--- src/rtl/ajrb_pkg.sv ---
// ----------------------------------------------------------------------------
// ajrb_pkg
// Shared types and constants of the audio jitter ring buffer.
// ----------------------------------------------------------------------------
package ajrb_pkg;

	// item command codes
	localparam logic CMD_WRITE = 1'b0;
	localparam logic CMD_PLAY  = 1'b1;

	// result status codes
	typedef enum logic [2:0] {
		ST_STORED    = 3'd0,
		ST_REFUSED   = 3'd1,
		ST_STALL_RST = 3'd2,
		ST_DATA      = 3'd3,
		ST_PRIMING   = 3'd4,
		ST_UNDERRUN  = 3'd5,
		ST_UR_RST    = 3'd6
	} status_t;

	// register map
	localparam int          PADDR_W    = 4;
	localparam logic [1:0]  REG_PREBUF = 2'd0;
	localparam logic [1:0]  REG_ULIMIT = 2'd1;
	localparam logic [1:0]  REG_SLIMIT = 2'd2;

	// register reset values
	localparam logic [11:0] PREBUF_RST = 12'd2731;
	localparam logic [7:0]  ULIMIT_RST = 8'd8;
	localparam logic [15:0] SLIMIT_RST = 16'd2000;

	// free slots that must remain after a store
	localparam int          FREE_MARGIN = 4;
	localparam logic [8:0]  SCORE_STEP  = 9'd2;
	localparam logic [8:0]  SCORE_MAX   = 9'd511;

	// job queue between front and back end
	localparam int QDEPTH   = 4;
	localparam int QPTR_W   = $clog2(QDEPTH);
	localparam int QCNT_W   = $clog2(QDEPTH + 1);
	localparam int ADDR_MAX = 16;

	typedef struct packed {
		logic [11:0] prebuffer_level;
		logic [7:0]  underrun_limit;
		logic [15:0] stall_limit;
	} cfg_t;

	typedef struct packed {
		status_t               st;
		logic                  is_data;
		logic [6:0]            len;
		logic [ADDR_MAX-1:0]   addr;
	} job_t;

endpackage

--- src/rtl/ajrb_fifo.sv ---
// ----------------------------------------------------------------------------
// ajrb_fifo
// Short job queue between the front end and the back end.
// ----------------------------------------------------------------------------
module ajrb_fifo (
	input  logic             clk,
	input  logic             arst_n,
	input  logic             push,
	input  ajrb_pkg::job_t   push_data,
	output logic             full,
	input  logic             pop,
	output ajrb_pkg::job_t   pop_data,
	output logic             empty
);

	ajrb_pkg::job_t                     slot_q [ajrb_pkg::QDEPTH];
	logic [ajrb_pkg::QPTR_W-1:0]        wr_ptr_q;
	logic [ajrb_pkg::QPTR_W-1:0]        rd_ptr_q;
	logic [ajrb_pkg::QCNT_W-1:0]        cnt_q;
	logic                               do_push;
	logic                               do_pop;

	assign full     = (cnt_q == ajrb_pkg::QCNT_W'(ajrb_pkg::QDEPTH));
	assign empty    = (cnt_q == '0);
	assign do_push  = push && !full;
	assign do_pop   = pop && !empty;
	assign pop_data = slot_q[rd_ptr_q];

	// storage
	always_ff @(posedge clk) begin
		if (do_push) begin
			slot_q[wr_ptr_q] <= push_data;
		end
	end

	// pointers and count
	always_ff @(posedge clk or negedge arst_n) begin
		if (!arst_n) begin
			wr_ptr_q <= '0;
			rd_ptr_q <= '0;
			cnt_q    <= '0;
		end else begin
			if (do_push) begin
				wr_ptr_q <= wr_ptr_q + 1'b1;
			end
			if (do_pop) begin
				rd_ptr_q <= rd_ptr_q + 1'b1;
			end
			if (do_push && !do_pop) begin
				cnt_q <= cnt_q + 1'b1;
			end else if (do_pop && !do_push) begin
				cnt_q <= cnt_q - 1'b1;
			end
		end
	end

endmodule

--- config.mk ---
export PLATFORM = sky130hd
export DESIGN_NAME = ajrb_fifo
export DESIGN_NICKNAME = d
export VERILOG_FILES = /design/src/rtl/ajrb_pkg.sv /design/src/rtl/ajrb_fifo.sv
export SDC_FILE = /design/constraint.sdc
export NUM_CORES = 1
export LEC_CHECK = 0
export BUFFER_PORTS_ARGS = -buffer_cell sky130_fd_sc_hd__buf_4
export CAP_MARGIN = 30
export CORE_MARGIN = 4
export CORE_UTILIZATION = 35
export DETAILED_ROUTE_END_ITERATION = 12
export GPL_TIMING_DRIVEN = 1
export SETUP_SLACK_MARGIN = 0.5
export SYNTH_ARGS = -nofsm -noshare
export SYNTH_HDL_FRONTEND = slang
export SYNTH_SLANG_ARGS = --single-unit
--- constraint.sdc ---
create_clock -name clk -period 2.65 [get_ports clk]
set_input_delay 0 -clock clk [delete_from_list [all_inputs] [get_ports clk]]
set_output_delay 0 -clock clk [all_outputs]
set_load 0.05 [all_outputs]
## Yosys cells after proc, flatten, opt, wreduce, memory -nomap -nowiden

Memory sizes are Yosys's and may differ from the RTL's.
Index checks and enable logic that the tools add are counted.

| word-level totals | value |
|---|---|
| input port bits | 31 |
| logic and storage cells | 23 |
| output and inout port bits | 29 |
| memories | 1 |
| flip-flop bits (word level) | 7 |
| bits in writable memories | 108 |

| operators by class | value |
|---|---|
| reductions and logical operators | 10 |
| add/sub/neg operators | 4 |
| multiplexer cells | 4 |
| equality and inequality tests | 1 |

Memory list:

| name | words | width | read ports | clocked after memory_dff | write ports | RTL line | text |
|---|---|---|---|---|---|---|---|
| slot_q | 4 | 27 | 1 | 0 | 1 | ajrb_fifo.sv:16 | `ajrb_pkg::job_t slot_q [ajrb_pkg::QDEPTH];` |

Operator list:

| operator | count |
|---|---|
| 3-bit 2-to-1 mux | 2 |
| 2-bit by 1-bit adder with 2-bit output (second input constant) | 2 |
| 1-bit logical AND | 4 |
| 1-bit zero test | 4 |
| 3-bit by 1-bit adder with 3-bit output (second input constant) | 1 |
| 3-bit equality test (second input constant) | 1 |
| 3-bit zero test | 1 |
| 3-bit by 1-bit subtractor with 3-bit output (second input constant) | 1 |
| 1-bit 2-to-1 mux | 2 |
| 2-bit nonzero test | 1 |

## Depth between registers and ports, before layout

| depth | value |
|---|---|
| depth after elaboration | 7 |
| gate-level depth with buffers | 9 |
| mapped depth without buffers | 8 |

## Least setup slack after synthesis

Ideal clock, no wire load.

| path | value |
|---|---|
| kind | reg-to-reg |
| start | reg cnt_q[0] in the netlist's numbering |
| end | reg cnt_q[1] in the netlist's numbering |
| clock period less this slack | 2453 ps |
| library setup time | 125 ps |
| slack | 197 ps |
| data arrival time | 2328 ps |
| buffers on the path | 1 |
| stages on the path, launching flop included | 8 |
| data required time | 2525 ps |
| path through | dfrtp_1 nor3b_2 nor2b_1 buf_2 ha_1 inv_1 fa_1 mux2_2 |

| on the way | value |
|---|---|
| longest elaborated chain between the ends | 6 |
| elaborated cells between the ends (all ways) | 15 |
| classes of those cells | 2 x add/sub; 1 x eq/ne; 2 x mux; 10 x reduce/logical |

RTL lines:

| element | RTL line | text |
|---|---|---|
| start, declared | ajrb_fifo.sv:19 | `logic [ajrb_pkg::QCNT_W-1:0] cnt_q;` |
| start signal, assigned | ajrb_fifo.sv:50 | `cnt_q <= cnt_q + 1'b1;` |
| start signal, assigned | ajrb_fifo.sv:52 | `cnt_q <= cnt_q - 1'b1;` |
| 3-bit equality test (*) | ajrb_fifo.sv:23 | `assign full = (cnt_q == ajrb_pkg::QCNT_W'(ajrb_pkg::QDEPTH));` |
| net full | ajrb_fifo.sv:10 | `output logic full,` |
| 1-bit zero test (*) | ajrb_fifo.sv:25 | `assign do_push = push && !full;` |
| 1-bit logical AND (*) | ajrb_fifo.sv:25 |  |
| net do_push | ajrb_fifo.sv:20 | `logic do_push;` |
| 1-bit zero test | ajrb_fifo.sv:51 | `end else if (do_pop && !do_push) begin` |
| 1-bit logical AND | ajrb_fifo.sv:51 |  |
| 2-bit nonzero test (no source line) | n/a |  |

The timed path passes the listed nets; every way through them passes the cells marked *. The select of a mux whose other input is x is not followed.
A chain may end at the register's enable or synchronous reset.

## Worst setup path after layout

| path | value |
|---|---|
| start | reg cnt_q[0] in the netlist's numbering |
| end | reg cnt_q[2] in the netlist's numbering |

| on the way | value |
|---|---|
| longest elaborated chain between the ends | 6 |
| elaborated cells between the ends (all ways) | 15 |
| classes of those cells | 2 x add/sub; 1 x eq/ne; 2 x mux; 10 x reduce/logical |

RTL lines:

| element |
|---|
| parallel branches: the longest is 6 deep, another holds 3-bit by 1-bit subtractor with 3-bit output |

Parallel ways; which one is timed is not known. The select of a mux whose other input is x is not followed.

==> qor.csv <==
metric;value;unit
met2 routed WL;3.80;mm
DRC viols;0;
slew margin rel.;58.2;%
RSZ-0062 raised after global routing;false;
CP required;2.97;ns
post-synthesis cell count;177;
I/O Buffers;59;
Crit path arrival time;2.38;ns
largest net degree at the start of global routing;20;
Worst-Skew Late Latency;0.40;ns
highest clock rate;0.485;GHz
cell family with most CP delay;simple AND/OR/NAND/NOR gates;
max incr delay on CP;0.44;ns
Ys Warns;0;
vias in the first global route;2364;
CTS max path bufs;2;
first-pass GRT wire length;12.4;mm
Core Footprint;12100;um2
count of different cell masters after synthesis;22;
clock root buffer;clkbuf_16;
crit path max-delay cell type;dfrtp_2;
Layout Nets;327;
Synthesized Nets;214;
Avg Inst Size Synth;24.5;um2
htree depth;4;
Slew Limit Fails;0;
initial antenna violation count;0;
ant diodes;0;
Hold Slack;0.0721;ns
Routed Wire Length;7.78;mm
synthesized area;4330;um2
Die Height;119;um
Seq. cell area;3420;um2
Detail Placement HPWL;4.79;mm
run status;complete, no violations;
element type at the critical path end;flop;
Pleak;0.00210;uW
clock sink total;115;
Yosys reg bits;115;
Metal-1 WL;3.44;mm
Via density;4.44;
fin crit share;77.8;%
Detail Route Antenna Nets;0;
share of layout cells above drive strength 1;42.1;%
total power;7430;uW
chip width;119;um
crit path launch type;flop;
Num CTS Buffers;17;
most used cell, CP;xor2_1;
Initial Utilization;35.9;%
Reg clk slew, reported paths;0.05;ns
Initial DRC Count;128;
top layer in use;met4;
Max VDD drop;0.000551;V
Synth-to-Final Area Change;35.8;%
row count;40;
# IOs;60;
commonest non-fill, non-tap cells in the layout;edfxtp_1, buf_4, dlygate4sd3_1, mux4_2, clkbuf_16;
commonest non-fill, non-tap cell in the layout;edfxtp_1;
clk_skew;0.00783;ns
register area share after synthesis;79.0;%
vias;2088;
routability cong.;0.666;
worst path bufs/invs;1;
Total Routing Usage GR;11.9;%
hold crit path type;primary input to flop;
cells along the critical path;or3_4 -> nand2_2 -> ha_4 -> inv_2 -> fa_1 -> xor2_1 -> nor2_1 -> xor2_1;
metal3 WL;370;um
per-cell routed wire length;16.6;um
FILL cells;990;
CP Class;flop to flop;
Initial DRT Pass Iterations;4;
final setup violating endpoints;0;
Fin Setup TNS;0;ns
global route overflow;0;
Multi-input gate area;862;um2
TritonCTS clock tree;done;
Slew @ Worst Pin;0.627;ns
final hold vios;0;
Pwr Density;1260;nW/um2
die area;14200;um2
Max Cap Viol;0;
final core occ;48.7;%
Crit Path Max Fanout;4;
Final Critical Period;2.06;ns
## logic make-up (layout without fill, tap and decap cells)
kind of cell / count (synthesis) / after routing / share of synthesized area, %
multiplexers: 29 / 29 / 14.7
AND/OR/NAND/NOR: 10 / 10 / 1.45
buffers and inverters: 11 / 136 / 1.71
XOR/XNOR: 6 / 6 / 1.21
adder cells (fa/ha/maj): 6 / 6 / 1.91
flip-flops: 115 / 115 / 79.0
## report_power, final
group / total (uW) / switching, uW / leakage, uW / internal (uW)
combinational: 2840 / 1740 / 0.000785 / 1110
clock: 1940 / 691 / 0.000249 / 1250
sequential: 2640 / 218 / 0.00107 / 2420
total: 7430 / 2640 / 0.00210 / 4780
## per-layer routing
metal  global-route usage, %  up-vias
met1                    14.4     1050
met5                       0        -
met4                    6.52        0
met3                    4.32       15
met2                    18.6       62
li1                        -      961
## cells in the mapped netlist (all sizes together)
library cell | instances | area [um2]
fa | 1 | 20.0
nor2 | 1 | 3.75
ha | 5 | 62.6
and2 | 4 | 25.0
edfxtp | 108 | 3240
nand3 | 1 | 5.00
or3 | 1 | 6.26
buf | 7 | 58.8
dfrtp | 7 | 175
xnor2 | 4 | 35.0
mux2 | 2 | 26.3
nand2 | 1 | 3.75
inv | 4 | 15.0
nor3b | 1 | 12.5
nor2b | 1 | 6.26
xor2 | 2 | 17.5
mux4 | 27 | 612
## stage by stage
stage | setup WS, ns | cell area [um2] | instances
3_3_place_gp | 0.590 | 5050 | 408
5_1_grt | 0.514 | 5880 | 470
4_1_cts | 0.487 | 5860 | 469
3_5_place_dp | 0.487 | 5050 | 408
2_1_floorplan | 0.466 | 4350 | 177
6_report | 0.587 | 5880 | 470
## state kept, by name (all words and copies together), names as in the netlist
| register | flops |
|---|---|
| slot_q | 108 |
| cnt_q | 3 |
| rd_ptr_q | 2 |
| wr_ptr_q | 2 |
## worst min-delay path, cell delays in order
cell and delay (ns):
buf_4 0.07, nor2b_1 0.12, buf_4 0.17, xnor2_1 0.07
## what timing repair did
action	4_1_cts	5_1_grt
endpoints found under the setup margin	11	1
buffers inserted	0	1
hold endpoints to repair	117	0
gates resized for setup	2	2
hold buffers	30	0
## final cells by class
cell class              count  area share, %
inverters                   4          0.255
repair buffers            101           14.6
clock inverters            10           1.15
multi-input cells          51           14.7
flip-flops and latches    115           58.2
clock buffers              21           7.49
well taps                 168           3.58
## final timing paths
path	start	to	slack, ns	depth (start not counted)
min in group asynchronous	arst_n	cnt_q[2]$_DFFE_PN0P_	0.55	3
max in group asynchronous	arst_n	rd_ptr_q[0]$_DFFE_PN0P_	1.83	3
worst min-delay path	push	wr_ptr_q[0]$_DFFE_PN0P_	0.07	4
worst min register to register	cnt_q[2]$_DFFE_PN0P_	cnt_q[2]$_DFFE_PN0P_	0.50	1
worst max-delay path	cnt_q[0]$_DFFE_PN0P_	cnt_q[2]$_DFFE_PN0P_	0.59	8
worst max register to register	cnt_q[0]$_DFFE_PN0P_	cnt_q[2]$_DFFE_PN0P_	0.59	8
Note: power is estimated with default switching activity, not from simulation.
