`config.mk`:
```
export PLATFORM = sky130hd
export DESIGN_NAME = ajrb_back_flat
export DESIGN_NICKNAME = d
export VERILOG_FILES = /design/src/rtl/ajrb_pkg.sv /design/src/rtl/ajrb_if.sv /design/src/rtl/ajrb_back.sv /design/src/flat_wrapper.sv
export SDC_FILE = /design/constraint.sdc
export NUM_CORES = 1
export LEC_CHECK = 0
export BUFFER_PORTS_ARGS = -buffer_cell sky130_fd_sc_hd__clkbuf_2
export CAP_MARGIN = 20
export CORE_MARGIN = 3
export CORE_UTILIZATION = 45
export DETAILED_ROUTE_END_ITERATION = 16
export GPL_TIMING_DRIVEN = 0
export PLACE_DENSITY_LB_ADDON = 0.1
export SLEW_MARGIN = 10
export SYNTH_ARGS = -nofsm -noshare
export SYNTH_HDL_FRONTEND = slang
export SYNTH_SLANG_ARGS = --single-unit
```
`constraint.sdc`:
```
create_clock -name clk -period 2.5 [get_ports clk]
set_input_delay 0 -clock clk [delete_from_list [all_inputs] [get_ports clk]]
set_output_delay 0 -clock clk [all_outputs]
set_load 0.005 [all_outputs]
```
`src/rtl/ajrb_pkg.sv`:
```
// ----------------------------------------------------------------------------
// ajrb_pkg
// Shared types and constants of the audio jitter ring buffer.
// ----------------------------------------------------------------------------
package ajrb_pkg;

	// item command codes
	localparam logic CMD_WRITE = 1'b0;
	localparam logic CMD_PLAY  = 1'b1;

	// result status codes
	typedef enum logic [2:0] {
		ST_STORED    = 3'd0,
		ST_REFUSED   = 3'd1,
		ST_STALL_RST = 3'd2,
		ST_DATA      = 3'd3,
		ST_PRIMING   = 3'd4,
		ST_UNDERRUN  = 3'd5,
		ST_UR_RST    = 3'd6
	} status_t;

	// register map
	localparam int          PADDR_W    = 4;
	localparam logic [1:0]  REG_PREBUF = 2'd0;
	localparam logic [1:0]  REG_ULIMIT = 2'd1;
	localparam logic [1:0]  REG_SLIMIT = 2'd2;

	// register reset values
	localparam logic [11:0] PREBUF_RST = 12'd2731;
	localparam logic [7:0]  ULIMIT_RST = 8'd8;
	localparam logic [15:0] SLIMIT_RST = 16'd2000;

	// free slots that must remain after a store
	localparam int          FREE_MARGIN = 4;
	localparam logic [8:0]  SCORE_STEP  = 9'd2;
	localparam logic [8:0]  SCORE_MAX   = 9'd511;

	// job queue between front and back end
	localparam int QDEPTH   = 4;
	localparam int QPTR_W   = $clog2(QDEPTH);
	localparam int QCNT_W   = $clog2(QDEPTH + 1);
	localparam int ADDR_MAX = 16;

	typedef struct packed {
		logic [11:0] prebuffer_level;
		logic [7:0]  underrun_limit;
		logic [15:0] stall_limit;
	} cfg_t;

	typedef struct packed {
		status_t               st;
		logic                  is_data;
		logic [6:0]            len;
		logic [ADDR_MAX-1:0]   addr;
	} job_t;

endpackage

```
`src/rtl/ajrb_if.sv`:
```


interface ajrb_out_if;
	logic       valid;
	logic       ready;
	logic [7:0] sample_byte;
	logic [2:0] status;
	logic       last;

	modport source (output valid, sample_byte, status, last, input ready);
	modport sink (input valid, sample_byte, status, last, output ready);
endinterface

```
`src/rtl/ajrb_back.sv`:
```
// ----------------------------------------------------------------------------
// ajrb_back
// Expands queued jobs into result items, one per cycle while the output is
// not stalled, reading stored bytes from the ring for data jobs.
// ----------------------------------------------------------------------------
module ajrb_back #(
	parameter int AW = 12
) (
	input  logic            clk,
	input  logic            arst_n,
	input  ajrb_pkg::job_t  pop_data,
	input  logic            q_empty,
	output logic            pop,
	output logic            data_done,
	output logic            re,
	output logic [AW-1:0]   raddr,
	input  logic [7:0]      rdata,
	ajrb_out_if.source      item_out
);

	// current job
	logic                 act_q;
	ajrb_pkg::status_t    st_q;
	logic                 is_data_q;
	logic [6:0]           rem_q;
	logic [AW-1:0]        addr_q;

	// read stage, data arrives from the ring here
	logic                 valid_s1;
	ajrb_pkg::status_t    st_s1;
	logic                 is_data_s1;
	logic                 last_s1;

	// output register
	logic                 out_valid_q;
	logic [7:0]           out_byte_q;
	ajrb_pkg::status_t    out_st_q;
	logic                 out_last_q;

	logic                 adv_s1;
	logic                 issue;
	logic                 final_beat;

	assign adv_s1     = valid_s1 && (!out_valid_q || item_out.ready);
	assign issue      = act_q && (!valid_s1 || adv_s1);
	assign final_beat = issue && (rem_q == 7'd1);
	assign pop        = !q_empty && (!act_q || final_beat);
	assign data_done  = final_beat && is_data_q;
	assign re         = issue;
	assign raddr      = addr_q;

	assign item_out.valid       = out_valid_q;
	assign item_out.sample_byte = out_byte_q;
	assign item_out.status      = out_st_q;
	assign item_out.last        = out_last_q;

	// job sequencer
	always_ff @(posedge clk or negedge arst_n) begin
		if (!arst_n) begin
			act_q <= 1'b0;
		end else if (pop) begin
			act_q <= 1'b1;
		end else if (final_beat) begin
			act_q <= 1'b0;
		end
	end

	always_ff @(posedge clk) begin
		if (pop) begin
			st_q      <= pop_data.st;
			is_data_q <= pop_data.is_data;
			rem_q     <= pop_data.len;
			addr_q    <= pop_data.addr[AW-1:0];
		end else if (issue) begin
			rem_q  <= rem_q - 7'd1;
			addr_q <= addr_q + 1'b1;
		end
	end

	// read stage
	always_ff @(posedge clk or negedge arst_n) begin
		if (!arst_n) begin
			valid_s1 <= 1'b0;
		end else if (issue) begin
			valid_s1 <= 1'b1;
		end else if (adv_s1) begin
			valid_s1 <= 1'b0;
		end
	end

	always_ff @(posedge clk) begin
		if (issue) begin
			st_s1      <= st_q;
			is_data_s1 <= is_data_q;
			last_s1    <= (rem_q == 7'd1);
		end
	end

	// output register
	always_ff @(posedge clk or negedge arst_n) begin
		if (!arst_n) begin
			out_valid_q <= 1'b0;
		end else if (adv_s1) begin
			out_valid_q <= 1'b1;
		end else if (item_out.ready) begin
			out_valid_q <= 1'b0;
		end
	end

	always_ff @(posedge clk) begin
		if (adv_s1) begin
			out_byte_q <= is_data_s1 ? rdata : 8'd0;
			out_st_q   <= st_s1;
			out_last_q <= last_s1;
		end
	end

endmodule

```
`src/flat_wrapper.sv`:
```
// flat-port wrapper written by rule: the top's interface ports become plain ports
module ajrb_back_flat 
#(
	parameter int AW = 12
)
  (clk, arst_n, pop_data, q_empty, pop, data_done, re, raddr, rdata, item_out_valid, item_out_sample_byte, item_out_status, item_out_last, item_out_ready);
  ajrb_out_if item_out_i ();
  input  logic clk;
  input  logic arst_n;
  input  ajrb_pkg::job_t pop_data;
  input  logic q_empty;
  output logic pop;
  output logic data_done;
  output logic re;
  output logic [AW-1:0] raddr;
  input  logic [7:0] rdata;
  output wire logic [$bits(item_out_i.valid)-1:0] item_out_valid;
  output wire logic [$bits(item_out_i.sample_byte)-1:0] item_out_sample_byte;
  output wire logic [$bits(item_out_i.status)-1:0] item_out_status;
  output wire logic [$bits(item_out_i.last)-1:0] item_out_last;
  input wire logic [$bits(item_out_i.ready)-1:0] item_out_ready;
  assign item_out_valid = item_out_i.valid;
  assign item_out_sample_byte = item_out_i.sample_byte;
  assign item_out_status = item_out_i.status;
  assign item_out_last = item_out_i.last;
  assign item_out_i.ready = item_out_ready;
  ajrb_back #(.AW(AW)) u_core (.clk(clk), .arst_n(arst_n), .pop_data(pop_data), .q_empty(q_empty), .pop(pop), .data_done(data_done), .re(re), .raddr(raddr), .rdata(rdata), .item_out(item_out_i));
endmodule
```
# Word level (Yosys, flattened, before mapping)
# Cells that the tools add are included.
[word_totals]
romBits = 0
ramBits = 0
mem_count = 0
output_inout_bits = 28
elab_cells = 42
inputBits = 39
register_bits = 43
latchBits = 0
[op_classes]
shifts = 0
bitwise = 0
n_eq_ne = 1
n_reduce_logical = 16
multipliers = 0
add_sub_neg = 2
div_mod_pow = 0
muxes = 10
order_cmp = 0
[op_table]
columns = ["operator", "n"]
rows = [
  ["$mux 12", 2],
  ["$mux 7", 2],
  ["$add 12x1->12 const B", 1],
  ["$reduce_bool 2->1", 4],
  ["$eq 7x1->1 const B", 1],
  ["$sub 7x1->7 const B", 1],
  ["$mux 1", 6],
  ["$logic_and 1x1->1", 5],
  ["$logic_not 1->1", 4],
  ["$logic_or 1x1->1", 3],
]

# Logic depth before layout (Yosys ltp)
[logic_depth]
ltp_word = 9
depth_mapped = 7
depth_no_buf = 6

# Least setup slack after synthesis
# Ideal clock, no wire load.
[synth_path]
kind = "flip-flop to flip-flop"
start = "register u_core.rem_q[1]"
end = "register u_core.addr_q[0], in the netlist u_core.raddr[0] (enable)"
synth_period_minus_slack_ns = 1.988
path_slack_ns = 0.512
setup_ns = 0.343
path_stages_with_launch = 8
arrival_time_ns = 1.645
required_ns = 2.157
n_path_buf = 1
path_cell_list = "edfxtp_1 inv_1 ha_1 nor4b_2 nand4_1 a21oi_2 buf_6 or2_2"
[synth_between]
elab_chain_len = 5
[synth_rtl]
columns = ["element", "line", "text"]
rows = [
  ["start: declaration", "ajrb_back.sv:25", "logic [6:0] rem_q;"],
  ["start signal: assignment", "ajrb_back.sv:72", "rem_q <= pop_data.len;"],
  ["start signal: assignment", "ajrb_back.sv:75", "rem_q <= rem_q - 7'd1;"],
  ["$eq 7x1->1", "ajrb_back.sv:46", "assign final_beat = issue && (rem_q == 7'd1);"],
  ["$logic_and 1x1->1", "ajrb_back.sv:46", ""],
  ["$logic_or 1x1->1", "ajrb_back.sv:47", "assign pop = !q_empty && (!act_q || final_beat);"],
  ["$logic_and 1x1->1", "ajrb_back.sv:47", ""],
  ["named net pop", "flat_wrapper.sv:12", "output logic pop;"],
  ["$reduce_bool 2->1 (no line)", "n/a", ""],
  ["end signal: assignment", "ajrb_back.sv:73", "addr_q <= pop_data.addr[AW-1:0];"],
  ["end signal: assignment", "ajrb_back.sv:76", "addr_q <= addr_q + 1'b1;"],
  ["end: declaration", "ajrb_back.sv:26", "logic [AW-1:0] addr_q;"],
]
# The timed path passes the listed nets, and every way through them passes these cells.
# A chain may end at the register's enable or synchronous reset.

# Worst setup path in the final report
[layout_path]
start = "register u_core.rem_q[1]"
end = "register u_core.rem_q[2] (enable)"
[layout_between]
elab_chain_len = 5
[layout_rtl]
columns = ["element", "line"]
rows = [
  ["$eq 7x1->1", "ajrb_back.sv:46"],
  ["$logic_and 1x1->1", "ajrb_back.sv:46"],
  ["$logic_or 1x1->1", "ajrb_back.sv:47"],
  ["$logic_and 1x1->1", "ajrb_back.sv:47"],
  ["$reduce_bool 2->1 (no line)", "n/a"],
]
# Every way passes these cells.

==> results.yml <==
sta:
  hold_ws_ps: 6.148
  tightest_slew_ps: 538.2
  drv_slew: 0
  grt_setup_unrepaired: "no"
  period_needed_ps: 2288
  setup_tns_ps: 0
  skew_ps: 7.759
  finalCritPeriodShare: 0.9153
  fmax_mhz: 437.0
  hold_violations: 0
  setup_violations: 0
  max-slew-margin-rel: 0.6412
setup_path:
  r2r-start: "u_core.rem_q[1]"
  slowest_delay_ps: 440
  critical_path_class: "flop to flop"
  cp.required_ps: 2430
  worstPathArrival_ps: 2220
  crit_path_start: "u_core.rem_q[1]"
  crit_family: "simple AND/OR/NAND/NOR gates"
  ff2ff_setup_slack_ps: 210
  cp-end-kind: "flop"
  critPathLaunchType: "flop"
  r2r_cells: 7
  crit_slowest_cell: "or2_2"
  crit_buf_inv: 2
  worstPathMaxFanout: 19
  r2r-end: "u_core.rem_q[2]"
  crit_path_cell_trace: "inv_1 > ha_1 > nor4b_2 > nand4_1 > a21oi_2 > buf_6 > or2_2"
detailed_routing:
  dr.pass1.iters: 4
  drt_iter0_markers: 59
  wl_mm: 3.539
  vias: 1286
  ant_nets: 0
  drc: 0
  wl_per_cell_um: 13.35
  vias_per_cell: 4.853
outcome:
  status: "finished clean"
global_route:
  antenna_found_initial: 0
  grt_overflow: 0
  grt_max_degree: 20
  grt_pass1_vias: 1326
  grt_usage: 0.1440
  grt_pass1_wl_mm: 5.761
floorplanning:
  die_x_um: 71.76
  initial_core_util: 0.4761
  dieArea_sq_mm: 0.005149
  io_pins: 67
  rows: 23
  core_sq_mm: 0.004086
  die_y_um: 71.76
finish:
  layout-drive-gt1-share: 0.4326
  areaGrowthSynthToFinish_pct: 32.28
  nets: 256
  final-instance-count-excl-fill: 265
  diodes: 0
  stdcell_area_sq_mm: 0.002574
hold_path:
  hold_path.class: "primary input to flop"
  hold_start: "pop_data[10]"
  whs_path_depth: 2
  holdPathEnd: "u_core.raddr[10]"
logic_synthesis:
  synth_nets: 173
  synth_cell_types: 24
  synth_seq_area_share: 0.6559
  synthCells: 131
  synth-seq-cells: 43
  avgSynthCellArea_sq_um: 14.85
  syn_area_sq_mm: 0.001946
  yosysWarnings: 0
pwr:
  power.leakage_nw: 1.066
  ir_worst_vdd_mv: 0.3638
  power.density_mw_per_mm2: 648.7
clock_tree:
  cts_buffer_depth: 2
  root_buffer: "clkbuf_8"
  htreeDepth: 2
  tritoncts: "yes"
  cts-resized-gates: 0
  cts_buffers: 5
  clock-sinks: 43
  path_clk_slew_ps: 80
  clkLatencyLatePin_ps: 290
placement:
  placed_cells_incl_taps: 243
  dp_hpwl_mm: 2.612
  portBuffers: 62
  postPlaceCellArea_sq_mm: 0.002318
  gp_congestion: 0.7597
flow_run:
  maxCapViolCount: 0
routing by layer:
| layer | global-route usage | vias to the layer above | wire length (um) |
|---|---|---|---|
| met3 | 0.03506 | 5 | 208 |
| li1 | - | 636 | - |
| met2 | 0.2724 | 36 | 1945 |
| met1 | 0.1568 | 609 | 1350 |
| met5 | 0 | - | 0 |
| met4 | 0.04384 | 0 | 35 |
placed cells by master (no fill, tap or decap):
cell type,instances
buf_6,2
ha_1,3
nor4b_2,1
nand3b_1,1
mux2i_1,2
dfrtp_1,3
nand3_1,5
nand2b_1,3
mux2_2,17
clkbuf_2,62
edfxtp_1,40
a21oi_2,1
nand2_1,5
nand4_1,2
nor2_1,5
clkinvlp_4,1
dlygate4sd3_1,14
and3_1,1
or3_1,1
xor2_1,8
bufinv_16,1
inv_1,7
and2_2,1
xnor2_1,7
and2_1,10
or2_2,1
nor4_1,1
nor3_1,4
clkbuf_8,5
inv_6,1
cells in the mapped netlist:
library cell | instances | area [sq um]
nor4_1 | 1 | 6.260
nand2_1 | 5 | 18.77
nor2_1 | 5 | 18.77
edfxtp_1 | 40 | 1201
nor4b_2 | 1 | 15.01
and3_1 | 1 | 6.260
mux2i_1 | 2 | 20.02
inv_1 | 7 | 26.28
a21oi_2 | 1 | 8.760
nand4_1 | 2 | 12.51
nor3_1 | 4 | 20.02
and2_2 | 1 | 7.510
dfrtp_1 | 3 | 75.07
nand3b_1 | 1 | 7.510
or2_2 | 1 | 6.260
nand2b_1 | 3 | 18.77
nand3_1 | 5 | 25.02
xor2_1 | 8 | 70.07
xnor2_1 | 7 | 61.31
or3_1 | 1 | 6.260
ha_1 | 3 | 37.54
buf_6 | 2 | 22.52
mux2_2 | 17 | 191.4
and2_1 | 10 | 62.56
where the power goes:
group	leakage (nW)	switching, W	internal (W)
clock network	0.0548	0.000240	0.000301
registers	0.419	0.0000436	0.000861
logic	0.593	0.0000931	0.000131
total	1.07	0.000377	0.00129
flip-flops by register name (all words and copies together), names as in the netlist, 3 cells and up:
| signal | cells |
|---|---|
| u_core.item_out.sample_byte | 8 |
| u_core.st_q | 3 |
| u_core.st_s1 | 3 |
| u_core.rem_q | 7 |
| u_core.item_out.status | 3 |
| u_core.raddr | 12 |
cells by family after synthesis:
family	Yosys count	share of synthesized area
muxes	19	0.1087
buffers and inverters	9	0.02508
AOI/OAI and AO/OA	1	0.004502
and+or+nand+nor	41	0.1190
adders and majority gates	3	0.01929
DFF	43	0.6559
xor gates and xnor gates	15	0.06753
stage by stage:
step	setup slack (ps)	utilization	total power, W
2_1_floorplan	512.2	-	0.001040
3_3_place_gp	211.7	0.5674	0.001119
3_5_place_dp	194.2	0.5674	0.001130
4_1_cts	162.4	0.6274	0.001689
5_1_grt	1.885	0.6298	0.001752
6_report	211.8	0.6298	0.001670
worst reg2reg max path, delay by kind of cell (launching register included):
| kind | cells | cell delay (ps) |
|---|---|---|
| flops | 1 | 390 |
| simple gates | 3 | 860 |
| buf+inv | 2 | 300 |
| compound gates | 1 | 260 |
| fa+ha+maj | 1 | 130 |
worst max-delay path by stage:
stage	endpoint	slack (ps)	cells after the start
floorplan	u_core.raddr[0]	510	7
global placement	u_core.raddr[6]	210	7
detailed placement	u_core.rem_q[0]	190	7
CTS	u_core.rem_q[2]	160	7
global route	u_core.raddr[2]	2	7
finish	u_core.rem_q[2]	210	7
final cells by class:
cell class,count,area (sq um)
clock buffer,5,68.82
fill,331,1513
timing repair buffer,76,450.4
buffer,2,22.52
tap,50,62.56
inverter,7,26.28
sequential,43,1276
multi-input combinational,79,620.6
clock inverter,3,46.29
what timing repair did:
action | in CTS | in global routing
setup endpoints to repair | 0 | 0
hold buffers | 13 | 1
buffers inserted | 0 | 0
endpoints found under the hold margin | 15 | 1
Note: power is estimated with default switching activity, not from simulation.
