## config.mk

```make
export PLATFORM = sky130hd
export DESIGN_NAME = ajrb_front_flat
export DESIGN_NICKNAME = d
export VERILOG_FILES = /design/src/rtl/ajrb_pkg.sv /design/src/rtl/ajrb_if.sv /design/src/rtl/ajrb_front.sv /design/src/flat_wrapper.sv
export SDC_FILE = /design/constraint.sdc
export NUM_CORES = 1
export LEC_CHECK = 0
export BUFFER_PORTS_ARGS = -buffer_cell sky130_fd_sc_hd__clkbuf_2
export CORE_ASPECT_RATIO = 1.5
export CORE_MARGIN = 2
export CORE_UTILIZATION = 30
export DETAILED_ROUTE_END_ITERATION = 10
export HOLD_SLACK_MARGIN = 0.06
export PLACE_DENSITY = 0.51
export SYNTH_ARGS = -nofsm -noshare
export SYNTH_HDL_FRONTEND = slang
export SYNTH_SLANG_ARGS = --single-unit
export TNS_END_PERCENT = 5
```

## constraint.sdc

```tcl
create_clock -name clk -period 5.7 [get_ports clk]
set_input_delay 1.14 -clock clk [delete_from_list [all_inputs] [get_ports clk]]
set_output_delay 1.14 -clock clk [all_outputs]
set_load 0.02 [all_outputs]
```

## src/rtl/ajrb_pkg.sv

```systemverilog
// ----------------------------------------------------------------------------
// ajrb_pkg
// Shared types and constants of the audio jitter ring buffer.
// ----------------------------------------------------------------------------
package ajrb_pkg;

	// item command codes
	localparam logic CMD_WRITE = 1'b0;
	localparam logic CMD_PLAY  = 1'b1;

	// result status codes
	typedef enum logic [2:0] {
		ST_STORED    = 3'd0,
		ST_REFUSED   = 3'd1,
		ST_STALL_RST = 3'd2,
		ST_DATA      = 3'd3,
		ST_PRIMING   = 3'd4,
		ST_UNDERRUN  = 3'd5,
		ST_UR_RST    = 3'd6
	} status_t;

	// register map
	localparam int          PADDR_W    = 4;
	localparam logic [1:0]  REG_PREBUF = 2'd0;
	localparam logic [1:0]  REG_ULIMIT = 2'd1;
	localparam logic [1:0]  REG_SLIMIT = 2'd2;

	// register reset values
	localparam logic [11:0] PREBUF_RST = 12'd2731;
	localparam logic [7:0]  ULIMIT_RST = 8'd8;
	localparam logic [15:0] SLIMIT_RST = 16'd2000;

	// free slots that must remain after a store
	localparam int          FREE_MARGIN = 4;
	localparam logic [8:0]  SCORE_STEP  = 9'd2;
	localparam logic [8:0]  SCORE_MAX   = 9'd511;

	// job queue between front and back end
	localparam int QDEPTH   = 4;
	localparam int QPTR_W   = $clog2(QDEPTH);
	localparam int QCNT_W   = $clog2(QDEPTH + 1);
	localparam int ADDR_MAX = 16;

	typedef struct packed {
		logic [11:0] prebuffer_level;
		logic [7:0]  underrun_limit;
		logic [15:0] stall_limit;
	} cfg_t;

	typedef struct packed {
		status_t               st;
		logic                  is_data;
		logic [6:0]            len;
		logic [ADDR_MAX-1:0]   addr;
	} job_t;

endpackage

```

## src/rtl/ajrb_if.sv

```systemverilog
// ----------------------------------------------------------------------------
// ajrb_if
// Valid/ready channels for input items and result items.
// ----------------------------------------------------------------------------
interface ajrb_in_if;
	logic       valid;
	logic       ready;
	logic       cmd;
	logic [7:0] data_byte;
	logic [6:0] req_len;

	modport source (output valid, cmd, data_byte, req_len, input ready);
	modport sink (input valid, cmd, data_byte, req_len, output ready);
endinterface


```

## src/rtl/ajrb_front.sv

```systemverilog
// ----------------------------------------------------------------------------
// ajrb_front
// Accepts items, keeps the buffer indices and scores, writes stored bytes
// and turns each item into a job for the back end.
// ----------------------------------------------------------------------------
module ajrb_front #(
	parameter int DEPTH   = 4096,
	parameter int MAX_REQ = 64,
	parameter int AW      = 12
) (
	input  logic            clk,
	input  logic            arst_n,
	input  ajrb_pkg::cfg_t  cfg,
	ajrb_in_if.sink         item_in,
	output logic            push,
	output ajrb_pkg::job_t  push_data,
	input  logic            q_full,
	input  logic            data_done,
	output logic            we,
	output logic [AW-1:0]   waddr,
	output logic [7:0]      wdata
);

	localparam int CW = (AW > 12) ? AW : 12;
	localparam int DW = $clog2(ajrb_pkg::QDEPTH + 2);
	localparam logic [AW-1:0] STORE_LIMIT = AW'(DEPTH - ajrb_pkg::FREE_MARGIN);
	localparam logic [6:0]    REQ_CAP     = 7'(MAX_REQ);

	logic [AW-1:0]  w_q, r_q;
	logic           prim_q;
	logic [8:0]     score_q;
	logic [15:0]    stall_q;
	logic [DW-1:0]  djobs_q;

	logic [AW-1:0]  w_d, r_d;
	logic           prim_d;
	logic [8:0]     score_d;
	logic [15:0]    stall_d;

	logic           accept;
	logic [AW-1:0]  fill;
	logic           can_store;
	logic [15:0]    stall_inc;
	logic           stall_rst;
	logic [6:0]     nsat;
	logic           prime_hold;
	logic           short_fill;
	logic [8:0]     score_add;
	logic           ur_rst;

	// writes wait until no read of stored bytes is outstanding
	assign item_in.ready = !q_full &&
		((item_in.cmd == ajrb_pkg::CMD_PLAY) || (djobs_q == '0));
	assign accept = item_in.valid && item_in.ready;

	// classification
	always_comb begin
		fill       = w_q - r_q;
		can_store  = (fill < STORE_LIMIT);
		stall_inc  = stall_q + 16'd1;
		stall_rst  = (stall_inc >= cfg.stall_limit) || (stall_inc == 16'd0);
		nsat       = (item_in.req_len > REQ_CAP) ? REQ_CAP : item_in.req_len;
		prime_hold = prim_q && (CW'(w_q) < CW'(cfg.prebuffer_level));
		short_fill = (fill <= AW'(nsat));
		score_add  = (score_q > (ajrb_pkg::SCORE_MAX - ajrb_pkg::SCORE_STEP)) ?
			ajrb_pkg::SCORE_MAX : score_q + ajrb_pkg::SCORE_STEP;
		ur_rst     = (score_add > {1'b0, cfg.underrun_limit});
	end

	// next state and job
	always_comb begin
		w_d      = w_q;
		r_d      = r_q;
		prim_d   = prim_q;
		score_d  = score_q;
		stall_d  = stall_q;
		push     = 1'b0;
		push_data.st      = ajrb_pkg::ST_STORED;
		push_data.is_data = 1'b0;
		push_data.len     = 7'd1;
		push_data.addr    = '0;
		we       = 1'b0;
		waddr    = w_q;
		wdata    = item_in.data_byte;
		if (accept) begin
			if (item_in.cmd == ajrb_pkg::CMD_WRITE) begin
				push = 1'b1;
				if (can_store) begin
					we      = 1'b1;
					w_d     = w_q + 1'b1;
					stall_d = '0;
				end else if (stall_rst) begin
					w_d          = '0;
					r_d          = '0;
					score_d      = '0;
					prim_d       = 1'b1;
					stall_d      = '0;
					push_data.st = ajrb_pkg::ST_STALL_RST;
				end else begin
					stall_d      = stall_inc;
					push_data.st = ajrb_pkg::ST_REFUSED;
				end
			end else if (nsat != 7'd0) begin
				push          = 1'b1;
				push_data.len = nsat;
				if (prime_hold) begin
					push_data.st = ajrb_pkg::ST_PRIMING;
				end else begin
					prim_d = 1'b0;
					if (short_fill) begin
						score_d      = score_add;
						push_data.st = ajrb_pkg::ST_UNDERRUN;
						if (ur_rst) begin
							score_d      = '0;
							r_d          = '0;
							w_d          = '0;
							prim_d       = 1'b1;
							push_data.st = ajrb_pkg::ST_UR_RST;
						end
					end else begin
						if (score_q != 9'd0) begin
							score_d = score_q - 9'd1;
						end
						push_data.st      = ajrb_pkg::ST_DATA;
						push_data.is_data = 1'b1;
						push_data.addr    = ajrb_pkg::ADDR_MAX'(r_q);
						r_d               = r_q + AW'(nsat);
					end
				end
			end
		end
	end

	// state registers
	always_ff @(posedge clk or negedge arst_n) begin
		if (!arst_n) begin
			w_q     <= '0;
			r_q     <= '0;
			prim_q  <= 1'b1;
			score_q <= '0;
			stall_q <= '0;
			djobs_q <= '0;
		end else begin
			w_q     <= w_d;
			r_q     <= r_d;
			prim_q  <= prim_d;
			score_q <= score_d;
			stall_q <= stall_d;
			djobs_q <= djobs_q + DW'(push && push_data.is_data) - DW'(data_done);
		end
	end

endmodule

```

## src/flat_wrapper.sv

```systemverilog
// flat-port wrapper written by rule: the top's interface ports become plain ports
module ajrb_front_flat 
#(
	parameter int DEPTH   = 4096,
	parameter int MAX_REQ = 64,
	parameter int AW      = 12
)
  (clk, arst_n, cfg, push, push_data, q_full, data_done, we, waddr, wdata, item_in_valid, item_in_cmd, item_in_data_byte, item_in_req_len, item_in_ready);
  ajrb_in_if item_in_i ();
  input  logic clk;
  input  logic arst_n;
  input  ajrb_pkg::cfg_t cfg;
  output logic push;
  output ajrb_pkg::job_t push_data;
  input  logic q_full;
  input  logic data_done;
  output logic we;
  output logic [AW-1:0] waddr;
  output logic [7:0] wdata;
  input wire logic [$bits(item_in_i.valid)-1:0] item_in_valid;
  input wire logic [$bits(item_in_i.cmd)-1:0] item_in_cmd;
  input wire logic [$bits(item_in_i.data_byte)-1:0] item_in_data_byte;
  input wire logic [$bits(item_in_i.req_len)-1:0] item_in_req_len;
  output wire logic [$bits(item_in_i.ready)-1:0] item_in_ready;
  assign item_in_i.valid = item_in_valid;
  assign item_in_i.cmd = item_in_cmd;
  assign item_in_i.data_byte = item_in_data_byte;
  assign item_in_i.req_len = item_in_req_len;
  assign item_in_ready = item_in_i.ready;
  ajrb_front #(.DEPTH(DEPTH), .MAX_REQ(MAX_REQ), .AW(AW)) u_core (.clk(clk), .arst_n(arst_n), .cfg(cfg), .item_in(item_in_i), .push(push), .push_data(push_data), .q_full(q_full), .data_done(data_done), .we(we), .waddr(waddr), .wdata(wdata));
endmodule
```

After elaboration in Yosys (flattened, before gate mapping). Index checks and enable logic that the tools add are counted. W data, S select, Z words.

Bits of input ports: 57. Output and inout port bits: 50. Word-level logic and storage cells: 97. Flip-flop bits (word level): 53.

Bitwise logic cells: 1. Mux-type cells: 50. $add $sub $neg: 8. $lt $le $gt $ge: 7. Eq/ne operators: 7. Reductions and logical operators: 18.

Operators with widths (number): $mux W12 (13); $mux W9 (9); $mux W27 (2); $mux W16 (3); $mux W24 (1); $reduce_and A6 Y1 (3); $add A16 B1 Y16 const B (1); $ge A16 B16 Y1 (1); $logic_not A16 Y1 (1); $mux W1 (15); $add A12 B1 Y12 const B (1); $add A12 B7 Y12 (1); $le A12 B7 Y1 (1); $lt A12 B12 Y1 (1); $lt A12 B12 Y1 const B (1); $mux W3 (4); $sub A12 B12 Y12 (1); $add A9 B2 Y9 const B (1); $gt A9 B8 Y1 (1); $gt A9 B9 Y1 const B (1); $reduce_bool A9 Y1 (1); $sub A9 B1 Y9 const B (1); $gt A7 B7 Y1 const B (1); $mux W7 (1); other kinds (17) (25).

Depth between registers and ports, before layout. Gate-level depths: netlist (run 1).

Depth after elaboration: 12. Gate-level depth with buffers: 22. Depth with buffers taken out: 20.

Worst setup path before layout (run 1). No wires, ideal clock.

Path type: register -> output. Start point: register u_core.w_q[2], in the netlist u_core.waddr[2]. End point: output push_data[10] (netlist name). Data arrival time: 3.812 ns. Path buffers: 2. Setup slack: 0.748 ns. Data required time: 4.560 ns. Cell stages (with the launch flop): 17. Cells stage by stage: dfrtp_1 ha_1 or2_2 o221a_2 or3_1 and2_1 ha_1 nand4_1 o21ai_0 nor4_1 o22ai_1 nor4_1 nand2_1 and3_1 clkbuf_1 buf_2 and2_1.

RTL lines: start: declaration (line ajrb_front.sv:29) `logic [AW-1:0] w_q, r_q;`; start signal: assignment (line ajrb_front.sv:144) `w_q <= w_d;`; end: declaration (line flat_wrapper.sv:14) `output ajrb_pkg::job_t push_data;`.

==> results.txt, run 1 <==
DRT Pass-1 Iters: 5
Final slew viol count: 0
H-Tree Depth: 2
Final nets: 928
Layout area overhead: 13.9%
Design area: 0.00650 mm²
Async S/R FF share, synth: 1.00
Routed wire length: 17100 µm
Clk slew on worst S/H paths: 80 ps
Hold slack: 490 ps
Die W: 117 µm
Slowest stage cell, crit path: dfrtp_1
Worst Max-Slew Pin Slew: 1040 ps
Number of flops mapped to enable cells by yosys: 0
Via/cell ratio: 5.18
Core region area: 0.0186 mm²
Worst Setup End Kind: primary output
Root Driver: clkbuf_16
CP startpoint kind: flop
Period utilization: 0.932
Post-synthesis cell area: 0.00571 mm²
Seq cells post-synth: 53
Die height: 173 µm
Maxcap violations: 0
CTS tree: done
Max VDD drop: 261 µV
DRT iter0 DRCs: 252
Critical Path Stages: 16
Global-route wire length before repair: 27500 µm
Final setup fails: 0
Number of buffers created by CTS: 5
HPWL after DPL: 13600 µm
Syn avg cell area: 7.82 µm²
Share of cells above drive strength 1: 0.163
Yosys cell types: 70
Worst Skew: 10.8 ps
Setup TNS: 0 ps
Vias in the first global route: 5268
Worst-Skew Late Latency: 300 ps
Crit path max-delay family: simple AND/OR/NAND/NOR gates
Placed Area: 0.00634 mm²
Worst EP arrival: 4170 ps
CTS max path bufs: 2
Starting Density: 0.307
Worst setup startpoint: u_core.waddr[2]$_DFFE_PN0P_
Max Clock Freq: 188 MHz
Crit path capture: push_data[24]
Largest net degree at the start of global routing: 54
Drt wl/cell: 16.2 µm
Status: complete, no violations
WP buf/inv: 2
FF-to-FF setup slack: 1180 ps
Crit path required time: 4560 ps
Crit path cell chain: ha_1 -> or2_2 -> o221a_2 -> or3_1 -> and2_1 -> ha_1 -> nand4_1 -> o21ai_0 -> nor4_1 -> o22ai_1 -> nor4_2 -> nand2_1 -> buf_4 -> o21ai_0 -> a21oi_1 -> clkbuf_2
Clock sink count: 53
CP Max Fanout: 8
Initial antenna violation count: 0
Worst reg2reg startpoint: u_core.waddr[2]$_DFFE_PN0P_
I/O pin total: 107
Buffers added on ports: 86
Pleak: 3.29 nW
Hold Buf Count CTS: 0
Post-Place Setup Slack: 537 ps
Post-synthesis sequential area ratio: 0.232
Final hold vios: 0
Pwr/cell area: 376 mW/mm²
Vias post-DR: 5444
Remaining DRCs: 0
Unrepaired setup endpoints after global routing: no
Synth Warn #: 0
Hold Path Class: reg2reg
FF-to-FF path depth: 15
Global route overflow: 0
Kind of critical path: reg2out
Total GRT Usage: 0.171
Final GP Congestion: 0.831
Post-CTS Repair Setup Buffers: 0
Final WS setup: 389 ps
Mapped Cells: 730
Slew HR: 0.304
Die area: 0.0202 mm²
Antenna-violating nets left: 0
Critical Path Max Stage Delay: 460 ps
RR Endpoint: u_core.waddr[8]$_DFFE_PN0P_
Synth Flop Type: dfrtp_1
Diodes inserted: 0
Fin crit period: 5310 ps
Core Rows: 61
Pwr Total: 2.44 mW
## worst reg2reg max path, cell delays in order (launching register included)
cell      delay, ps
dfrtp_1         460
ha_1            280
or2_2           300
o221a_2         280
or3_1           330
and2_1          180
ha_1            330
nand4_1         100
o21ai_0          80
nor4_1          240
o22ai_1         140
or4_4           530
nor3_2          220
nand3_1         130
a21boi_2        600
a31oi_1         180
## report_power, final
group	total, mW	internal, mW	switching [mW]
logic	1.54	0.657	0.882
clock network	0.323	0.166	0.157
registers	0.580	0.462	0.119
total	2.44	1.29	1.16
## cell usage after synthesis (all sizes together), types with 3 or more instances
cell | n | area share
nor4 | 7 | 0.0077
fa | 3 | 0.011
nor2 | 51 | 0.034
nand2 | 54 | 0.035
nor3 | 18 | 0.017
dfrtp | 52 | 0.23
nor3b | 3 | 0.0039
buf | 21 | 0.025
and4 | 3 | 0.0046
and2 | 19 | 0.021
a21o | 14 | 0.018
xnor2 | 18 | 0.028
o21ai | 48 | 0.044
ha | 70 | 0.15
a31oi | 17 | 0.019
inv | 70 | 0.046
a21oi | 35 | 0.031
clkbuf | 18 | 0.012
nand3 | 42 | 0.037
or3 | 16 | 0.018
nor2b | 7 | 0.0077
o211ai | 3 | 0.0039
and3 | 20 | 0.022
nand4 | 15 | 0.016
nand2b | 12 | 0.013
mux2 | 3 | 0.0059
a21boi | 4 | 0.0059
o21a | 9 | 0.012
o22ai | 6 | 0.0066
a31o | 6 | 0.0092
a211o | 5 | 0.0077
a211oi | 7 | 0.0092
xor2 | 12 | 0.018
a221oi | 3 | 0.0077
o21bai | 3 | 0.0039
## state kept, by name, summed over array words and instances (netlist names)
name and count:
u_core.r_q 12, u_core.score_q 9, u_core.djobs_q 3, u_core.prim_q 1, u_core.waddr 12, u_core.stall_q 16
## worst min path at each step
stage                                 from                     endpoint  slack [ps]  cells after the start
2_1_floorplan    u_core.prim_q$_DFFE_PN1P_    u_core.prim_q$_DFFE_PN1P_         460                      2
3_3_place_gp     u_core.prim_q$_DFFE_PN1P_    u_core.prim_q$_DFFE_PN1P_         470                      2
3_5_place_dp     u_core.prim_q$_DFFE_PN1P_    u_core.prim_q$_DFFE_PN1P_         490                      2
4_1_cts          u_core.prim_q$_DFFE_PN1P_    u_core.prim_q$_DFFE_PN1P_         500                      2
5_1_grt        u_core.djobs_q[1]$_DFF_PN0_  u_core.djobs_q[2]$_DFF_PN0_         560                      1
6_report         u_core.prim_q$_DFFE_PN1P_    u_core.prim_q$_DFFE_PN1P_         490                      2
## metrics by stage
step | util | instances
after global placement | 0.341 | 1043
after floorplan | - | 733
after global routing | 0.349 | 1051
after CTS | 0.349 | 1051
final | 0.349 | 1051
after detailed placement | 0.341 | 1043
## cells in the final DEF, fill, tap and decap left out, types with 9 or more instances in the layout
cell / Yosys / routed
nand2b_1: 12 / 12
nor2_1: 51 / 51
o21ai_0: 46 / 46
a21oi_1: 35 / 35
nor3_1: 17 / 17
inv_1: 70 / 70
nand4_1: 15 / 15
a21o_1: 14 / 14
buf_4: 12 / 11
clkbuf_2: 0 / 86
xor2_1: 12 / 12
or3_1: 16 / 16
xnor2_1: 18 / 18
nand3_1: 42 / 42
dfrtp_1: 52 / 52
nand2_1: 54 / 54
and3_1: 20 / 19
ha_1: 70 / 69
o21a_1: 9 / 9
a31oi_1: 17 / 17
and2_1: 18 / 18
## kinds of logic after synthesis
group / count (synthesis) / share of synthesized area
flip-flops: 53 / 0.232
XOR/XNOR: 30 / 0.0460
other: 1 / 0.000657
buffers and inverters: 110 / 0.0830
AND/OR/NAND/NOR: 276 / 0.250
multiplexers: 5 / 0.00942
AO/OA/AOI/OAI: 182 / 0.215
adder cells (fa/ha/maj): 73 / 0.164
## area by class of cell
cell class | count | area [µm²]
fillers | 2037 | 12100
clock buffers | 5 | 125
clock inverters | 3 | 26.3
well taps | 252 | 315
flip-flops and latches | 53 | 1330
multi-input cells | 570 | 3930
repair buffers | 97 | 513
inverters | 71 | 267
## repair_timing
action,4_1_cts,5_1_grt
gates resized for setup,0,3
endpoints found under the hold margin,0,0
endpoints found under the setup margin,0,13
## metal layers
| layer | GRT usage | part of all wire |
|---|---|---|
| met5 | 0 | 0 |
| met4 | 0.0431 | 0.024 |
| met3 | 0.0144 | 0.036 |
| met2 | 0.319 | 0.53 |
| met1 | 0.207 | 0.41 |
No activity file was read; power rests on OpenSTA's default activity.
==> inputs of run 2 (changes only) <==
- CORE_MARGIN: 2 -> 1.5
==> run 2 against run 1 <==
Compared with the run above:
- critical path depth down 1
- first-iteration DRC count down 37%
- critical path type unchanged
- flip-flop and latch count unchanged
- setup slack worse by 39 ps
- clock-buffer cell count unchanged
- via count up 0.24%
- sequential share of layout area about the same
- largest power group unchanged
- sequential power about the same
- worst hold slack better by 4.6 ps
- final cell count unchanged
- die area down 1.4%
==> results.txt, run 2 (synthesized netlist as in run 1, its figures left out) <==
Crit path required time: 4560 ps
Share of cells above drive strength 1: 0.165
Pwr Total: 2.43 mW
Max Clock Freq: 187 MHz
Final WS setup: 351 ps
Layout area overhead: 13.9%
Root Driver: clkbuf_16
Crit path max-delay family: compound AO/OA/AOI/OAI gates
Worst Skew: 9.87 ps
Clk slew on worst S/H paths: 80 ps
DRT Pass-1 Iters: 4
CTS tree: done
FF-to-FF path depth: 15
RR Endpoint: u_core.waddr[4]$_DFFE_PN0P_
Slew HR: 0.252
HPWL after DPL: 13200 µm
Crit path cell chain: nand4_1 -> nor2_2 -> and3_1 -> xor2_1 -> ha_1 -> a21o_1 -> a211o_1 -> a211o_1 -> a41o_1 -> a221oi_1 -> buf_4 -> nand4_1 -> nand2b_1 -> a21oi_1 -> clkbuf_2
Most frequent cells in the layout: clkbuf_2 (86), inv_1 (70), ha_1 (69)
Antenna-violating nets left: 0
Fin crit period: 5350 ps
Critical Path Max Stage Delay: 530 ps
Via/cell ratio: 5.19
Core Rows: 61
Max VDD drop: 392 µV
Largest net degree at the start of global routing: 54
Clock sink count: 53
Unrepaired setup endpoints after global routing: no
Worst Max-Slew Pin Slew: 1120 ps
H-Tree Depth: 2
Global route overflow: 0
Hold Path Cell Cnt: 2
Status: complete, no violations
Max reg flops: 16
Initial antenna violation count: 0
Slowest stage cell, crit path: dfrtp_1
Worst-Skew Late Latency: 300 ps
Hold Startpoint: u_core.prim_q$_DFFE_PN1P_
Most flop-heavy register: u_core.stall_q
Diodes inserted: 0
Final slew viol count: 0
CTS max path bufs: 2
Pleak: 3.29 nW
Global-route wire length before repair: 27200 µm
I/O pin total: 107
WP buf/inv: 2
Worst Setup End Kind: primary output
CP Max Fanout: 10
Buffers added on ports: 86
Worst EP arrival: 4210 ps
Kind of critical path: reg2out
Final setup fails: 0
Number of buffers created by CTS: 5
FF-to-FF setup slack: 1200 ps
Period utilization: 0.938
Final nets: 928
Hold EP: u_core.prim_q$_DFFE_PN1P_
Setup TNS: 0 ps
Die height: 172 µm
Post-Place Setup Slack: 349 ps
Pwr/cell area: 373 mW/mm²
Most common cell after layout, fill and taps aside: clkbuf_2
Starting Density: 0.307
Final GP Congestion: 0.841
Final hold vios: 0
Die W: 116 µm
Worst reg2reg startpoint: u_core.waddr[2]$_DFFE_PN0P_
Vias post-DR: 5457
Routed wire length: 16600 µm
Die area: 0.0199 mm²
Drt wl/cell: 15.8 µm
Remaining DRCs: 0
Layout fillers: 2031
Vias in the first global route: 5398
CP startpoint kind: flop
Core region area: 0.0186 mm²
Hold Path Class: reg2reg
Maxcap violations: 0
Total GRT Usage: 0.174
DRT iter0 DRCs: 159
run 2: cell count changes in the layout (fill, tap and decap cells not counted), sizes merged:
cell	change
clkinvlp	-1
clkinv	+1
run 2: layout make-up:
cell class                      count  area, µm²  area share
Sequential cell                    53       1330       0.204
Clock inverter                      3       21.3     0.00327
Inverter                           71        267      0.0410
Multi-Input combinational cell    570       3940       0.605
Clock buffer                        5        125      0.0192
Timing Repair Buffer               97        513      0.0788
Tap cell                          252        315      0.0485
run 2: how the worst max path moves through the flow:
stage               depth (start not counted)             to  slack [ps]                          start
detailed placement                         15   push_data[8]         350    u_core.waddr[2]$_DFFE_PN0P_
global route                               16  push_data[24]           5  u_core.stall_q[0]$_DFFE_PN0P_
global placement                           15   push_data[1]         470    u_core.waddr[2]$_DFFE_PN0P_
floorplan                                  16  push_data[10]         750    u_core.waddr[2]$_DFFE_PN0P_
CTS                                        15   push_data[8]         0.8    u_core.waddr[2]$_DFFE_PN0P_
finish                                     15  push_data[24]         350  u_core.stall_q[3]$_DFFE_PN0P_
run 2: routing by layer:
| layer | vias to the layer above | part of all wire | wire (µm) | GRT usage |
|---|---|---|---|---|
| met4 | 0 | 0.029 | 488 | 0.0573 |
| met3 | 25 | 0.026 | 440 | 0.0119 |
| met5 | - | 0 | 0 | 0 |
| met1 | 2584 | 0.41 | 6840 | 0.205 |
| met2 | 107 | 0.53 | 8880 | 0.330 |
| li1 | 2741 | - | - | - |
run 2: through the flow:
step                       util  cell area, µm²  instances  hold slack (ps)
final                     0.349            6510       1051              494
after global routing      0.349            6510       1051              539
after CTS                 0.348            6490       1051              495
after detailed placement  0.341            6340       1043              483
after global placement    0.341            6340       1043              471
after floorplan               -            5720        733              458
run 2: tightest hold or removal path: cells and delay by family (launching register included):
kind / cells / cell delay, ps
DFF: 1 / 380
AOI/OAI and AO/OA: 1 / 70
and+or+nand+nor: 1 / 40
run 2: timing repair:
action	CTS	global route
endpoints found under the setup margin	0	13
hold buffers	0	0
resized for setup	0	6
buffers inserted	0	0
run 2: where the power goes:
group	internal, mW	switching [mW]	leakage (nW)	total (mW)
combinational	0.656	0.870	2.52	1.53
sequential	0.462	0.121	0.695	0.582
clock	0.164	0.156	0.0702	0.320
